## config.mk

```make
export PLATFORM = sky130hd
export DESIGN_NAME = remote_drive_speed_controller_unit
export DESIGN_NICKNAME = d
export VERILOG_FILES = /design/src/sv/rdsc_pkg.sv /design/src/sv/remote_drive_speed_controller_unit.sv
export SDC_FILE = /design/constraint.sdc
export NUM_CORES = 1
export LEC_CHECK = 0
export BUFFER_PORTS_ARGS = -buffer_cell sky130_fd_sc_hd__buf_2
export CAP_MARGIN = 20
export CORE_MARGIN = 2
export CORE_UTILIZATION = 65
export DETAILED_ROUTE_END_ITERATION = 7
export GPL_TIMING_DRIVEN = 0
export PLACE_DENSITY = 0.87
export SYNTH_ARGS = -nofsm -noshare
export SYNTH_HDL_FRONTEND = slang
export SYNTH_SLANG_ARGS = --single-unit
```

## constraint.sdc

```tcl
create_clock -name clock -period 12.25 [get_ports clock]
set_clock_uncertainty 0.15 [all_clocks]
set_input_delay 1.8375 -clock clock [delete_from_list [all_inputs] [get_ports clock]]
set_output_delay 1.8375 -clock clock [all_outputs]
set_load 0.03 [all_outputs]
```

## src/sv/rdsc_pkg.sv

```systemverilog
package rdsc_pkg;

   localparam int DIST_W  = 12;
   localparam int SPEED_W = 8;
   localparam int DIR_W   = 2;
   localparam int BTN_W   = 5;
   localparam int OBS_W   = 2;
   localparam int GAP_W   = 13;
   localparam int BEV_W   = 4;
   localparam int HZ_W    = 12;
   localparam int CSR_IDX_W = 3;
   localparam int CSR_DAT_W = 12;
   localparam int REQ_DATA_W = 24;
   localparam int RSP_DATA_W = 56;

   // drive direction
   localparam logic [DIR_W-1:0] DIR_STOP = 2'd0;
   localparam logic [DIR_W-1:0] DIR_FWD  = 2'd1;
   localparam logic [DIR_W-1:0] DIR_BACK = 2'd2;

   // nudge direction
   localparam logic [DIR_W-1:0] NUDGE_NONE = 2'd0;
   localparam logic [DIR_W-1:0] NUDGE_CCW  = 2'd1;
   localparam logic [DIR_W-1:0] NUDGE_CW   = 2'd2;

   // remote buttons
   localparam logic [BTN_W-1:0] BTN_NONE    = 5'd0;
   localparam logic [BTN_W-1:0] BTN_UP      = 5'd1;
   localparam logic [BTN_W-1:0] BTN_DOWN    = 5'd2;
   localparam logic [BTN_W-1:0] BTN_LEFT    = 5'd3;
   localparam logic [BTN_W-1:0] BTN_RIGHT   = 5'd4;
   localparam logic [BTN_W-1:0] BTN_OK      = 5'd5;
   localparam logic [BTN_W-1:0] BTN_STAR    = 5'd6;
   localparam logic [BTN_W-1:0] BTN_HASH    = 5'd7;
   localparam logic [BTN_W-1:0] BTN_DIGIT_0 = 5'd8;
   localparam logic [BTN_W-1:0] BTN_DIGIT_1 = 5'd9;
   localparam logic [BTN_W-1:0] BTN_DIGIT_9 = 5'd17;

   // obstacle events
   localparam logic [OBS_W-1:0] OBS_NONE   = 2'd0;
   localparam logic [OBS_W-1:0] OBS_STOP   = 2'd1;
   localparam logic [OBS_W-1:0] OBS_WARN   = 2'd2;
   localparam logic [OBS_W-1:0] OBS_RESUME = 2'd3;

   // button events
   localparam logic [BEV_W-1:0] BEV_NONE     = 4'd0;
   localparam logic [BEV_W-1:0] BEV_ACCEL    = 4'd1;
   localparam logic [BEV_W-1:0] BEV_SLOW     = 4'd2;
   localparam logic [BEV_W-1:0] BEV_OPP_STOP = 4'd3;
   localparam logic [BEV_W-1:0] BEV_NUDGE    = 4'd4;
   localparam logic [BEV_W-1:0] BEV_ESTOP    = 4'd5;
   localparam logic [BEV_W-1:0] BEV_BEEP     = 4'd6;
   localparam logic [BEV_W-1:0] BEV_LIGHT    = 4'd7;
   localparam logic [BEV_W-1:0] BEV_PSTOP    = 4'd8;
   localparam logic [BEV_W-1:0] BEV_PRESET   = 4'd9;
   localparam logic [BEV_W-1:0] BEV_UNKNOWN  = 4'd10;

   // register indexes
   localparam logic [CSR_IDX_W-1:0] REG_STOP_DIST   = 3'd0;
   localparam logic [CSR_IDX_W-1:0] REG_WARN_DIST   = 3'd1;
   localparam logic [CSR_IDX_W-1:0] REG_RESUME_DIST = 3'd2;
   localparam logic [CSR_IDX_W-1:0] REG_SPEED_STEP  = 3'd3;
   localparam logic [CSR_IDX_W-1:0] REG_MIN_SPEED   = 3'd4;
   localparam logic [CSR_IDX_W-1:0] REG_MAX_SPEED   = 3'd5;
   localparam logic [CSR_IDX_W-1:0] REG_RESUME_SPD  = 3'd6;
   localparam logic [CSR_IDX_W-1:0] REG_NUDGE_SPD   = 3'd7;

   // register reset values
   localparam logic [DIST_W-1:0]  RST_STOP_DIST   = 12'd150;
   localparam logic [DIST_W-1:0]  RST_WARN_DIST   = 12'd300;
   localparam logic [DIST_W-1:0]  RST_RESUME_DIST = 12'd250;
   localparam logic [SPEED_W-1:0] RST_SPEED_STEP  = 8'd50;
   localparam logic [SPEED_W-1:0] RST_MIN_SPEED   = 8'd150;
   localparam logic [SPEED_W-1:0] RST_MAX_SPEED   = 8'd255;
   localparam logic [SPEED_W-1:0] RST_RESUME_SPD  = 8'd150;
   localparam logic [SPEED_W-1:0] RST_NUDGE_SPD   = 8'd160;

   // preset speed for digit buttons 1..9
   function automatic logic [SPEED_W-1:0] preset_speed(input logic [BTN_W-1:0] btn);
      logic [3:0]         digit;
      logic [SPEED_W-1:0] s;
      digit = 4'(btn - BTN_DIGIT_0);
      case (digit)
         4'd1:    s = 8'd50;
         4'd2:    s = 8'd75;
         4'd3:    s = 8'd100;
         4'd4:    s = 8'd130;
         4'd5:    s = 8'd155;
         4'd6:    s = 8'd180;
         4'd7:    s = 8'd200;
         4'd8:    s = 8'd228;
         4'd9:    s = 8'd255;
         default: s = 8'd0;
      endcase
      return s;
   endfunction

   // button tone
   function automatic logic [HZ_W-1:0] button_tone(input logic [BTN_W-1:0] btn);
      logic [HZ_W-1:0] hz;
      case (btn)
         BTN_UP:      hz = 12'd2500;
         BTN_DOWN:    hz = 12'd1500;
         BTN_LEFT:    hz = 12'd1800;
         BTN_RIGHT:   hz = 12'd2200;
         BTN_OK:      hz = 12'd1000;
         BTN_STAR:    hz = 12'd2000;
         BTN_DIGIT_0: hz = 12'd800;
         default: begin
            if (btn inside {[BTN_DIGIT_1:BTN_DIGIT_9]}) begin
               hz = 12'd1500 + 12'd100 * HZ_W'(btn - BTN_DIGIT_0);
            end else begin
               hz = 12'd0;
            end
         end
      endcase
      return hz;
   endfunction

endpackage

```

## src/sv/remote_drive_speed_controller_unit.sv

```systemverilog
// remote drive speed controller
// req channel: one beat per control-loop pass; req_tdata carries the distance
// sample and the decoded remote button, req_tuser the distance-valid flag.
// rsp channel: exactly one beat per req beat, in order, with the new drive
// direction and speed, nudge request, obstacle event, warning gap, button
// event and button tone.
// csr channel: register writes by index, always ready; write only while the
// block is idle (all rsp beats taken).
// data path: a req beat lands in an input register, and the pass computed from
// it is loaded into the rsp register, which raises rsp_tvalid, once that
// register is empty or its beat is being taken.
// throughput: one beat per cycle while the receiver takes every rsp beat, set
// by the single update of the drive state registers that each pass needs.
// when the receiver stalls, the rsp beat holds and the input register keeps
// one more beat; req_tready drops only when both are full.
// reset clears drive state (stopped, speed 0, no obstacle stop), empties both
// stages and loads the default thresholds and speeds.
module remote_drive_speed_controller_unit (
   input  logic                                clock,
   input  logic                                reset,
   input  logic                                req_tvalid,
   output logic                                req_tready,
   // distance_tenths[11:0], button[16:12], zero fill
   input  logic [rdsc_pkg::REQ_DATA_W-1:0]     req_tdata,
   // distance_ok[0]
   input  logic                                req_tuser,
   output logic                                rsp_tvalid,
   input  logic                                rsp_tready,
   // drive_dir[1:0], drive_speed[9:2], nudge_dir[11:10], nudge_level[19:12],
   // obstacle_event[21:20], warn_gap_ms[34:22], button_event[38:35],
   // beep_hz[50:39], zero fill
   output logic [rdsc_pkg::RSP_DATA_W-1:0]     rsp_tdata,
   input  logic                                csr_valid,
   output logic                                csr_ready,
   input  logic [rdsc_pkg::CSR_IDX_W-1:0]      csr_index,
   input  logic [rdsc_pkg::CSR_DAT_W-1:0]      csr_data
);

   logic [rdsc_pkg::DIST_W-1:0]  stop_dist_ff, warn_dist_ff, resume_dist_ff;
   logic [rdsc_pkg::SPEED_W-1:0] speed_step_ff, min_speed_ff, max_speed_ff;
   logic [rdsc_pkg::SPEED_W-1:0] resume_spd_ff, nudge_spd_ff;

   logic [rdsc_pkg::DIR_W-1:0]   dir_ff, dir_in;
   logic [rdsc_pkg::SPEED_W-1:0] speed_ff, speed_in;
   logic                         obst_ff, obst_in;

   logic                         in_valid_ff;
   logic [rdsc_pkg::DIST_W-1:0]  in_dist_ff;
   logic                         in_ok_ff;
   logic [rdsc_pkg::BTN_W-1:0]   in_btn_ff;

   logic                              out_valid_ff;
   logic [rdsc_pkg::RSP_DATA_W-1:0]   out_data_ff, out_data_in;

   logic                         advance;
   logic [rdsc_pkg::DIR_W-1:0]   nudge_dir;
   logic [rdsc_pkg::SPEED_W-1:0] nudge_level;
   logic [rdsc_pkg::OBS_W-1:0]   obs_ev;
   logic [rdsc_pkg::GAP_W-1:0]   gap;
   logic [rdsc_pkg::BEV_W-1:0]   btn_ev;
   logic [rdsc_pkg::HZ_W-1:0]    hz;
   logic [rdsc_pkg::SPEED_W:0]   acc_sum;
   logic [rdsc_pkg::SPEED_W:0]   dec_floor;
   logic [rdsc_pkg::SPEED_W-1:0] preset;
   logic                         accel, decel;

   assign advance    = in_valid_ff && (!out_valid_ff || rsp_tready);
   assign req_tready = !in_valid_ff || advance;
   assign rsp_tvalid = out_valid_ff;
   assign rsp_tdata  = out_data_ff;
   assign csr_ready  = 1'b1;

   // one control pass
   always_comb begin
      dir_in      = dir_ff;
      speed_in    = speed_ff;
      obst_in     = obst_ff;
      nudge_dir   = rdsc_pkg::NUDGE_NONE;
      nudge_level = '0;
      obs_ev      = rdsc_pkg::OBS_NONE;
      gap         = '0;
      btn_ev      = rdsc_pkg::BEV_NONE;
      accel       = 1'b0;
      decel       = 1'b0;
      preset      = rdsc_pkg::preset_speed(in_btn_ff);
      hz          = rdsc_pkg::button_tone(in_btn_ff);

      // obstacle check
      if (in_ok_ff && dir_ff == rdsc_pkg::DIR_FWD) begin
         if (in_dist_ff < stop_dist_ff) begin
            speed_in = '0;
            dir_in   = rdsc_pkg::DIR_STOP;
            obst_in  = 1'b1;
            obs_ev   = rdsc_pkg::OBS_STOP;
         end else if (in_dist_ff < warn_dist_ff) begin
            obs_ev = rdsc_pkg::OBS_WARN;
            gap    = {in_dist_ff - stop_dist_ff, 1'b0};
         end
      end
      if (in_ok_ff && obst_in && in_dist_ff > resume_dist_ff) begin
         obst_in  = 1'b0;
         speed_in = resume_spd_ff;
         dir_in   = rdsc_pkg::DIR_FWD;
         obs_ev   = rdsc_pkg::OBS_RESUME;
         gap      = '0;
      end

      acc_sum   = {1'b0, speed_in} + {1'b0, speed_step_ff};
      dec_floor = {1'b0, speed_step_ff} + {1'b0, min_speed_ff};

      case (in_btn_ff)
         rdsc_pkg::BTN_UP: begin
            if (dir_in == rdsc_pkg::DIR_BACK) decel = 1'b1;
            else begin
               accel  = 1'b1;
               dir_in = rdsc_pkg::DIR_FWD;
            end
         end
         rdsc_pkg::BTN_DOWN: begin
            if (dir_in == rdsc_pkg::DIR_FWD) decel = 1'b1;
            else begin
               accel  = 1'b1;
               dir_in = rdsc_pkg::DIR_BACK;
            end
         end
         rdsc_pkg::BTN_LEFT, rdsc_pkg::BTN_RIGHT: begin
            nudge_dir   = (in_btn_ff == rdsc_pkg::BTN_LEFT) ? rdsc_pkg::NUDGE_CCW
                                                            : rdsc_pkg::NUDGE_CW;
            nudge_level = nudge_spd_ff;
            btn_ev      = rdsc_pkg::BEV_NUDGE;
         end
         rdsc_pkg::BTN_OK: begin
            speed_in = '0;
            dir_in   = rdsc_pkg::DIR_STOP;
            btn_ev   = rdsc_pkg::BEV_ESTOP;
         end
         rdsc_pkg::BTN_STAR: btn_ev = rdsc_pkg::BEV_BEEP;
         rdsc_pkg::BTN_HASH: btn_ev = rdsc_pkg::BEV_LIGHT;
         rdsc_pkg::BTN_DIGIT_0: begin
            speed_in = '0;
            dir_in   = rdsc_pkg::DIR_STOP;
            btn_ev   = rdsc_pkg::BEV_PSTOP;
         end
         rdsc_pkg::BTN_NONE: btn_ev = rdsc_pkg::BEV_NONE;
         default: begin
            if (in_btn_ff inside {[rdsc_pkg::BTN_DIGIT_1:rdsc_pkg::BTN_DIGIT_9]}) begin
               speed_in = (preset < min_speed_ff) ? min_speed_ff : preset;
               if (dir_in == rdsc_pkg::DIR_STOP) dir_in = rdsc_pkg::DIR_FWD;
               btn_ev = rdsc_pkg::BEV_PRESET;
            end else begin
               btn_ev = rdsc_pkg::BEV_UNKNOWN;
            end
         end
      endcase

      if (accel) begin
         btn_ev = rdsc_pkg::BEV_ACCEL;
         if (speed_in == '0) speed_in = min_speed_ff;
         else if (acc_sum > {1'b0, max_speed_ff}) speed_in = max_speed_ff;
         else speed_in = acc_sum[rdsc_pkg::SPEED_W-1:0];
      end
      if (decel) begin
         if ({1'b0, speed_in} < dec_floor) begin
            speed_in = '0;
            dir_in   = rdsc_pkg::DIR_STOP;
            btn_ev   = rdsc_pkg::BEV_OPP_STOP;
         end else begin
            speed_in = speed_in - speed_step_ff;
            btn_ev   = rdsc_pkg::BEV_SLOW;
         end
      end

      out_data_in = {5'd0, hz, btn_ev, gap, obs_ev, nudge_level, nudge_dir,
                     speed_in, dir_in};
   end

   // register file
   always_ff @(posedge clock) begin
      if (reset) begin
         stop_dist_ff   <= rdsc_pkg::RST_STOP_DIST;
         warn_dist_ff   <= rdsc_pkg::RST_WARN_DIST;
         resume_dist_ff <= rdsc_pkg::RST_RESUME_DIST;
         speed_step_ff  <= rdsc_pkg::RST_SPEED_STEP;
         min_speed_ff   <= rdsc_pkg::RST_MIN_SPEED;
         max_speed_ff   <= rdsc_pkg::RST_MAX_SPEED;
         resume_spd_ff  <= rdsc_pkg::RST_RESUME_SPD;
         nudge_spd_ff   <= rdsc_pkg::RST_NUDGE_SPD;
      end else if (csr_valid) begin
         case (csr_index)
            rdsc_pkg::REG_STOP_DIST:   stop_dist_ff   <= csr_data;
            rdsc_pkg::REG_WARN_DIST:   warn_dist_ff   <= csr_data;
            rdsc_pkg::REG_RESUME_DIST: resume_dist_ff <= csr_data;
            rdsc_pkg::REG_SPEED_STEP:  speed_step_ff  <= csr_data[rdsc_pkg::SPEED_W-1:0];
            rdsc_pkg::REG_MIN_SPEED:   min_speed_ff   <= csr_data[rdsc_pkg::SPEED_W-1:0];
            rdsc_pkg::REG_MAX_SPEED:   max_speed_ff   <= csr_data[rdsc_pkg::SPEED_W-1:0];
            rdsc_pkg::REG_RESUME_SPD:  resume_spd_ff  <= csr_data[rdsc_pkg::SPEED_W-1:0];
            rdsc_pkg::REG_NUDGE_SPD:   nudge_spd_ff   <= csr_data[rdsc_pkg::SPEED_W-1:0];
            default: ;
         endcase
      end
   end

   // drive state and pipeline control
   always_ff @(posedge clock) begin
      if (reset) begin
         dir_ff       <= rdsc_pkg::DIR_STOP;
         speed_ff     <= '0;
         obst_ff      <= 1'b0;
         in_valid_ff  <= 1'b0;
         out_valid_ff <= 1'b0;
      end else begin
         if (req_tready) in_valid_ff <= req_tvalid;
         if (advance) begin
            dir_ff       <= dir_in;
            speed_ff     <= speed_in;
            obst_ff      <= obst_in;
            out_valid_ff <= 1'b1;
         end else if (rsp_tready) begin
            out_valid_ff <= 1'b0;
         end
      end
   end

   // payload
   always_ff @(posedge clock) begin
      if (req_tready && req_tvalid) begin
         in_dist_ff <= req_tdata[rdsc_pkg::DIST_W-1:0];
         in_btn_ff  <= req_tdata[rdsc_pkg::DIST_W +: rdsc_pkg::BTN_W];
         in_ok_ff   <= req_tuser;
      end
      if (advance) out_data_ff <= out_data_in;
   end

endmodule

```

Word level (Yosys, flattened, before mapping)
Memory sizes are Yosys's and may differ from the RTL's.
Cells that the tools add are included.
W data, S select, Z words.

storage, ports and cells
  register bits = 158
  memory bits (read-only) = 128
  bits of input ports = 45
  output and inout bits = 59
  logic and storage cells = 131
  memories kept = 1

operators by class
  $add $sub $neg = 7
  multiply operators = 1
  magnitude comparators = 8
  equality and inequality tests = 18
  muxes and demuxes = 43
  bitwise logic cells = 2
  reduce and logical (&&, ||, !) cells = 30

memories
  name             words  bits a word  read ports  clocked after memory_dff  write ports  RTL line        RTL
  (no name shown)  16     8            1           0                         0            rdsc_pkg.sv:83  case (digit)

operator list
  operator                  number
  $pmux W12 S7              1
  $mux W8                   10
  $mux W2                   14
  $lt A12 B12 Y1            2
  $pmux W4 S6               1
  $eq A5 B3 Y1 const B      4
  $add A8 B8 Y9             2
  $pmux W8 S2               1
  $reduce_and A2 Y1         8
  $add A11 B12 Y12 const A  1
  $eq A3 B3 Y1 const B      4
  $gt A12 B12 Y1            1
  $mul A5 B12 Y10 const A   1
  $mux W12                  1
  $sub A12 B12 Y12          1
  $eq A5 B2 Y1 const B      2
  $mux W1                   10
  $gt A9 B8 Y1              1
  $lt A8 B9 Y1              1
  $logic_not A8 Y1          1
  $lt A8 B8 Y1              1
  $mux W4                   2
  $pmux W2 S4               1
  $sub A8 B8 Y8             1
  other kinds (24)          37

Logic depth before layout (Yosys ltp)
Gate-level depths: netlist (run 1).

  depth after elaboration = 14
  gate-level depth with buffers = 44
  mapped depth without buffers = 41

Worst setup path before layout (run 1)
Ideal clock, no wire load.

  path type = reg2reg
  from = register in_dist_ff[0] (netlist name)
  to = register speed_ff[2] (netlist name)
  library setup time = 0.115 ns
  arrival = 6.842 ns
  data required time = 11.985 ns
  setup slack = 5.143 ns
  stages on the path, launching flop included = 44
  buffers on the path = 3
  period minus slack after synthesis = 7.107 ns
  cells stage by stage = edfxtp_1 > inv_1 > ha_1 > fa_1 > nand2b_1 > a21oi_1 > o21ai_1 > and2_1 > buf_6 > nor2_2 > buf_2 > nand2_1 > o21ai_0 > ha_1 > inv_1 > fa_1 > nor2b_1 > o21a_1 > [8 not listed] > nor4_1 > clkbuf_1 > nand2_1 > o21ai_0 > mux2i_1 > a21oi_1 > ha_1 > a21o_1 > a21o_1 > a21o_1 > a21oi_1 > nor2b_1 > o21ai_0 > a21oi_1 > nor2_1 > a211oi_4 > a22o_1 > o21a_1

between the ends
  cells in the longest elaborated chain, start to end = 14
  elaborated cells between the ends (all ways) = 32
  those cells by class = add/sub: 2; order compare: 4; eq/ne: 2; mux: 21; reduce/logical: 3

RTL lines
  what                                                  RTL line                                                                              RTL
  start: declaration                                    remote_drive_speed_controller_unit.sv:48                                              logic [rdsc_pkg::DIST_W-1:0] in_dist_ff;
  start signal: assignment                              remote_drive_speed_controller_unit.sv:227                                             in_dist_ff <= req_tdata[rdsc_pkg::DIST_W-1:0];
  $lt A12 B12 Y1                                        remote_drive_speed_controller_unit.sv:90                                              if (in_dist_ff < stop_dist_ff) begin
  $mux W1                                               remote_drive_speed_controller_unit.sv:90
  $mux W1                                               remote_drive_speed_controller_unit.sv:89                                              if (in_ok_ff && dir_ff == rdsc_pkg::DIR_FWD) begin
  $logic_and A1 B1 Y1 (2 in a row)                      remote_drive_speed_controller_unit.sv:100                                             if (in_ok_ff && obst_in && in_dist_ff > resume_dist_ff) begin
  $mux W8                                               remote_drive_speed_controller_unit.sv:100
  $add A8 B8 Y9 / $mux W8 (equally long branches)       remote_drive_speed_controller_unit.sv:108, remote_drive_speed_controller_unit.sv:146
  $gt A9 B8 Y1 / $pmux W8 S2 (equally long branches)    remote_drive_speed_controller_unit.sv:159, remote_drive_speed_controller_unit.sv:111
  $mux W8 / $logic_not A8 Y1 (equally long branches)    remote_drive_speed_controller_unit.sv:159, remote_drive_speed_controller_unit.sv:158
  $mux W8                                               remote_drive_speed_controller_unit.sv:158                                             if (speed_in == '0) speed_in = min_speed_ff;
  $mux W8                                               remote_drive_speed_controller_unit.sv:156                                             if (accel) begin
  $sub A8 B8 Y8 / $lt A8 B9 Y1 (equally long branches)  remote_drive_speed_controller_unit.sv:168, remote_drive_speed_controller_unit.sv:163
  $mux W8                                               remote_drive_speed_controller_unit.sv:163                                             if ({1'b0, speed_in} < dec_floor) begin
  $mux W8 (*)                                           remote_drive_speed_controller_unit.sv:162                                             if (decel) begin
  via speed_in (one bit)                                remote_drive_speed_controller_unit.sv:44                                              logic [rdsc_pkg::SPEED_W-1:0] speed_ff, speed_in;
  end signal: assignment                                remote_drive_speed_controller_unit.sv:215                                             speed_ff <= speed_in;
  end: declaration                                      remote_drive_speed_controller_unit.sv:44

Mark *: on every way through the listed nets, which the timed path passes. The rest lies on a longest branch.
A chain may end at the register's enable or synchronous reset.

Worst setup path after layout (run 1)
  from = register in_dist_ff[0] (netlist name)
  to = register speed_ff[5] (netlist name)

Same word-level chain as after synthesis.

==> results_dict.tcl, run 1 <==
set metrics [dict create \
    path_common_cell "a21oi_1" \
    synthTopCellsByArea "edfxtp_1 (20%), dfxtp_1 (18%), ha_1 (13%)" \
    cts.htree.levels 4 \
    cp.required_ns 12.43 \
    grt_pass1_wl_um 40300 \
    areaGrowthSynthToFinish_pct 12.8 \
    cts_tree "done" \
    hold_buffers 0 \
    fin_ws_ns 3.16 \
    grt_util_all_layers 0.319 \
    async_flop_share 0 \
    postPlaceCellArea_um2 10700 \
    critPathCaptureType "flip-flop" \
    worst_pin_slew_ns 0.793 \
    synthSimpleGateAreaFrac 0.152 \
    cts_resized 0 \
    crit_slowest_cell "o21ai_1" \
    min_path_type "reg2reg" \
    synthXorXnorAreaFrac 0.0332 \
    max-slew-margin-rel 0.471 \
    p_switching_mw 0.464 \
    swShare 0.320 \
    power_frac_seq 0.401 \
    core-area_um2 15100 \
    synth-seq-area-share 0.375 \
    pin_count 104 \
    synth_edf_count 66 \
    synth_fa_ha_area_frac 0.146 \
    hold_viol_final 0 \
    power.leakage_nw 4.99 \
    gp_routability_congestion 0.968 \
    root_buffer "clkbuf_16" \
    portBuffers 78 \
    die_area_um2 16400 \
    numCtsBuffers 17 \
    dp_hpwl_um 19200 \
    post-synth-top-area-cell "edfxtp_1" \
    grt_max_degree 31 \
    postSynthCellCount 1121 \
    antenna_found_initial 0 \
    finalSetupTns_ns 0 \
    clk_pin_slew_ns 0.07 \
    irDropWorstVdd_v 0.000119 \
    arrival_ns 9.27 \
    slew_viol_final 0 \
    netlist_area_um2 10000 \
    wl_per_cell_um 18.4 \
    setup_viol 0 \
    synth-seq-cells 155 \
    ant_nets 0 \
    cp_max_fo 10 \
    post-route-period-util 0.742 \
    grt_pass1_vias 8073 \
    drt-initial-drc-count 932 \
    via_per_inst 6.11 \
    clk_latency_ns 0.44 \
    cts_num_sinks 155 \
    postCtsSetupBuffers 0 \
    total_power_mw 1.45 \
    cp-start-kind "flip-flop" \
    max_freq_mhz 110 \
    critical_path_class "reg2reg" \
    pwr-share-clk 0.364 \
    max_stage_delay_ns 0.59 \
    whs_ns 0.302 \
    rows 45 \
    start_util 0.662 \
    die_width_um 128 \
    grt-ovfl-total 0 \
    synth_cell_types 71 \
    drt-total-wl_um 26300 \
    synth-compound-area-share 0.195 \
    pre_cts_ws_ns 3.48 \
    synthFlopType "dfxtp_1" \
    avgSynthCellArea_um2 8.94 \
    drc 0 \
    p_per_area_nw_per_um2 128 \
    route.vias.total 8719 \
    yosysTopAreaCellShare 0.198 \
    cts_max_path_buffers 2 \
    fin_area_um2 11300 \
    min_period_ns 9.09 \
    p_comb_frac 0.235 \
    rsz0062_at_grt "false" \
    final_nets 1385 \
    n_antenna_cell 0 \
    die_h_um 128 \
    maxCapViolCount 0 \
    drive_gt1_frac 0.131 \
    synth.area.mux_share 0.0302 \
    status "finished clean" \
    synth_top_family_by_area "compound AO/OA/AOI/OAI gates" \
    drt-pass1-iter-count 6 \
    yosys_warnings 0 \
    p_int_mw 0.985 \
]
## cell usage in the layout, fill, tap and decap left out, types with 24 or more instances in the layout
cell type,netlist,final
xnor2_1,26,26
inv_1,108,108
buf_2,8,86
clkbuf_1,27,26
o21ai_0,39,39
ha_1,106,106
a211o_1,30,30
a21o_1,24,24
edfxtp_1,66,66
nand2_1,111,111
a21oi_1,100,100
nor2_1,105,105
dfxtp_1,89,89
## critical path: cells and delay by family, from the launching register on
| kind | cells | cell delay [ns] |
|---|---|---|
| buf+inv | 4 | 0.67 |
| simple gates | 10 | 1.72 |
| xor+xnor | 1 | 0.11 |
| flops | 1 | 0.37 |
| mux | 1 | 0.14 |
| fa+ha+maj | 6 | 1.70 |
| compound gates | 19 | 4.08 |
## path summary, 6_finish.rpt
| path | cells past startpoint | end | start | slack, ns |
|---|---|---|---|---|
| setup / recovery | 41 | speed_ff[5] | in_dist_ff[0] | 3.16 |
| hold / removal | 2 | nudge_spd_ff[1] | nudge_spd_ff[1] | 0.30 |
| setup reg to reg | 41 | speed_ff[5] | in_dist_ff[0] | 3.16 |
| hold reg to reg | 2 | nudge_spd_ff[1] | nudge_spd_ff[1] | 0.30 |
## cells in the mapped netlist (all sizes together) (6+ instances only)
cell    number
a22o        11
and2        13
nand3       13
fa           7
a211o       30
nand3b       6
o211ai       6
o21ai       44
nand2b      19
a21o        24
mux2         7
o21a        14
edfxtp      66
o21bai       8
ha         106
nand2      111
xor2        12
a211oi      16
nor3        22
clkbuf      34
nand4        8
dfxtp       89
nor2b       16
inv        108
a21oi      101
nor2       106
mux2i       22
buf         21
xnor2       26
## registers in the layout (all words and copies together) (netlist names), 12 cells and up
name	flops
stop_dist_ff	12
warn_dist_ff	12
in_dist_ff	12
resume_dist_ff	12
rsp_tdata	48
## final cells by class
cell class / count / area [um^2]
plain buffers: 55 / 272
clock buffers: 17 / 425
clock inverters: 15 / 158
fillers: 1102 / 3830
inverters: 108 / 405
multi-input cells: 810 / 5610
flip-flops and latches: 155 / 3760
well taps: 188 / 235
repair buffers: 80 / 438
## per-layer routing
metal  vias to the layer above  GRT usage  wire length (um)
li1                       4126          -                 -
met1                      4059      0.414             10800
met2                       451      0.532             12300
met3                        83     0.0651              2340
met4                         0      0.111               817
met5                         -          0                 0
## per-stage QoR
stage,utilization,cells
2_1_floorplan,-,1128
3_3_place_gp,0.705,1394
3_5_place_dp,0.706,1395
4_1_cts,0.745,1427
5_1_grt,0.747,1428
6_report,0.747,1428
## kinds of logic after synthesis
kind of cell | after synthesis
AND/OR/NAND/NOR | 332
AO/OA/AOI/OAI | 289
buffers and inverters | 163
flip-flops | 155
adder cells (fa/ha/maj) | 113
XOR/XNOR | 38
multiplexers | 29
other | 2
## power by group through the flow
stage,logic (mW),clock network [mW],registers (mW)
final,0.341,0.527,0.580
after global routing,0.372,0.543,0.582
after CTS,0.334,0.525,0.580
after detailed placement,0.329,0,0.591
after global placement,0.319,0,0.591
after floorplan,0.230,0,0.607
Power figures use the tool's default switching activity.
==> run 2: changes to the inputs <==
--- a/config.mk
+++ b/config.mk
@@ -8,10 +8,10 @@
 export BUFFER_PORTS_ARGS = -buffer_cell sky130_fd_sc_hd__buf_2
 export CAP_MARGIN = 20
 export CORE_MARGIN = 2
-export CORE_UTILIZATION = 65
+export CORE_UTILIZATION = 60
 export DETAILED_ROUTE_END_ITERATION = 7
 export GPL_TIMING_DRIVEN = 0
-export PLACE_DENSITY = 0.87
+export PLACE_DENSITY = 0.81
 export SYNTH_ARGS = -nofsm -noshare
 export SYNTH_HDL_FRONTEND = slang
 export SYNTH_SLANG_ARGS = --single-unit
==> constraint.sdc (replaced) <==
create_clock -name clock -period 8.7 [get_ports clock]
set_clock_uncertainty 0.15 [all_clocks]
set_input_delay 1.305 -clock clock [delete_from_list [all_inputs] [get_ports clock]]
set_output_delay 1.305 -clock clock [all_outputs]
set_load 0.03 [all_outputs]
==> results_dict.tcl, run 2 (same netlist as run 1, synthesis figures left out) <==
set metrics [dict create \
    fin_cells 1460 \
    pin_count 104 \
    pwr-share-clk 0.370 \
    ant_nets 0 \
    grt_max_degree 30 \
    rsz0062_at_grt "true" \
    drt-total-wl_um 25900 \
    via_per_inst 5.88 \
    arrival_ns 8.35 \
    ff2ff_path_depth 41 \
    portBuffers 78 \
    antenna_found_initial 0 \
    irDropWorstVdd_v 0.000159 \
    swShare 0.310 \
    drc 0 \
    gp_routability_congestion 0.950 \
    setup_viol 0 \
    grt_util_all_layers 0.288 \
    die_area_um2 17800 \
    route.vias.total 8588 \
    numCtsBuffers 17 \
    die_h_um 133 \
    cts_tree "done" \
    post-route-period-util 0.953 \
    worstReg2RegEnd "rsp_tdata[3]" \
    fin_area_um2 11400 \
    drive_gt1_frac 0.139 \
    r2r_setup_slack_ns 0.41 \
    dp_hpwl_um 19300 \
    n_antenna_cell 0 \
    core-area_um2 16500 \
    p_int_mw 1.42 \
    whs_ns 0.302 \
    clk_pin_slew_ns 0.07 \
    rows 47 \
    grt-ovfl-total 0 \
    final_nets 1385 \
    cts_num_sinks 155 \
    drt-pass1-iter-count 7 \
    final_cell_mix "nand2_1 (111), inv_1 (108), ha_1 (106)" \
    cp-start-kind "flip-flop" \
    r2r_start "in_dist_ff[0]" \
    grt_pass1_wl_um 39900 \
    hold_depth 2 \
    postPlaceCellArea_um2 10700 \
    fin_util 0.694 \
    crit_slowest_cell "a211oi_4" \
    status "finished clean" \
    power_frac_seq 0.397 \
    critical_path_class "reg2reg" \
    max_stage_delay_ns 0.47 \
    path_common_cell "ha_1" \
    hold_viol_final 0 \
    critPathCaptureType "flip-flop" \
    p_comb_frac 0.233 \
    hold_end "nudge_spd_ff[2]" \
    cp.required_ns 8.75 \
    cp_max_fo 10 \
    pre_cts_ws_ns 0.0446 \
    p_switching_mw 0.638 \
    start_util 0.609 \
    cts.htree.levels 4 \
    max-slew-margin-rel 0.445 \
    fin_ws_ns 0.408 \
    maxCapViolCount 0 \
    wl_per_cell_um 17.7 \
    drt-initial-drc-count 713 \
    areaGrowthSynthToFinish_pct 13.9 \
    max_freq_mhz 121 \
    largest_reg_flops 48 \
    slew_viol_final 0 \
    hold_path.startpoint "nudge_spd_ff[2]" \
    p_per_area_nw_per_um2 180 \
    finalSetupTns_ns 0 \
    clk_latency_ns 0.44 \
    min_path_type "reg2reg" \
    placed_cells 1427 \
    power.leakage_nw 5.02 \
    cts_max_path_buffers 2 \
    layout_commonest_cell "nand2_1" \
    grt_pass1_vias 7968 \
    worst_pin_slew_ns 0.832 \
    postCtsSetupBuffers 0 \
    min_period_ns 8.29 \
    die_width_um 133 \
    root_buffer "clkbuf_16" \
    total_power_mw 2.06 \
    hold_buffers 0 \
]
-- run 2: cell count changes in the layout (fill, tap and decap cells not counted), sizes merged --
cell      previous run  this run
inv                115       117
clkbuf              51        52
clkinv               4         2
bufinv               1         2
clkinvlp             3         1
-- run 2: power by group through the flow --
stage	registers, mW	clock network, mW	logic (mW)
after global routing	0.819	0.790	0.527
after global placement	0.832	0	0.451
after CTS	0.816	0.764	0.467
after detailed placement	0.832	0	0.461
after floorplan	0.854	0	0.324
final	0.817	0.761	0.479
-- run 2: critical path: cells and delay by family (launching register included) --
| family | cells | cell delay [ns] |
|---|---|---|
| AOI/OAI and AO/OA | 17 | 3.42 |
| adders and majority gates | 6 | 1.53 |
| and+or+nand+nor | 10 | 1.39 |
| buffers and inverters | 5 | 0.66 |
| muxes | 2 | 0.44 |
| DFF | 1 | 0.34 |
| xor gates and xnor gates | 1 | 0.12 |
-- run 2: timing repair --
| action | 4_1_cts | 5_1_grt |
|---|---|---|
| gates resized for setup | 1 | 14 |
| endpoints found under the hold margin | 0 | 0 |
| endpoints found under the setup margin | 8 | 21 |
| pin swaps | 0 | 1 |
-- run 2: area by class of cell --
cell class                      count  area [um^2]
Clock buffer                       18          429
Inverter                          108          405
Timing Repair Buffer               80          438
Tap cell                          220          275
Fill cell                        1290         5050
Buffer                             55          275
Clock inverter                     14          174
Multi-Input combinational cell    810         5660
Sequential cell                   155         3760
-- run 2: per-layer routing --
layer  wire length, um  track usage  up-vias
li1                  -            -     4130
met1             11000        0.382     3991
met2             12100        0.467      395
met3              2020       0.0498       72
met4               804        0.119        0
met5                 0            0        -
-- run 2: how the worst max path moves through the flow --
stage                   from           end  slack [ns]
2_1_floorplan  in_dist_ff[0]   speed_ff[2]        1.59
4_1_cts        in_dist_ff[5]   speed_ff[6]        0.12
6_report       in_dist_ff[0]  rsp_tdata[3]        0.41
5_1_grt        in_dist_ff[0]  rsp_tdata[3]       -0.09
3_5_place_dp   in_dist_ff[0]   speed_ff[6]        0.04
3_3_place_gp   in_dist_ff[0]   speed_ff[6]        0.12
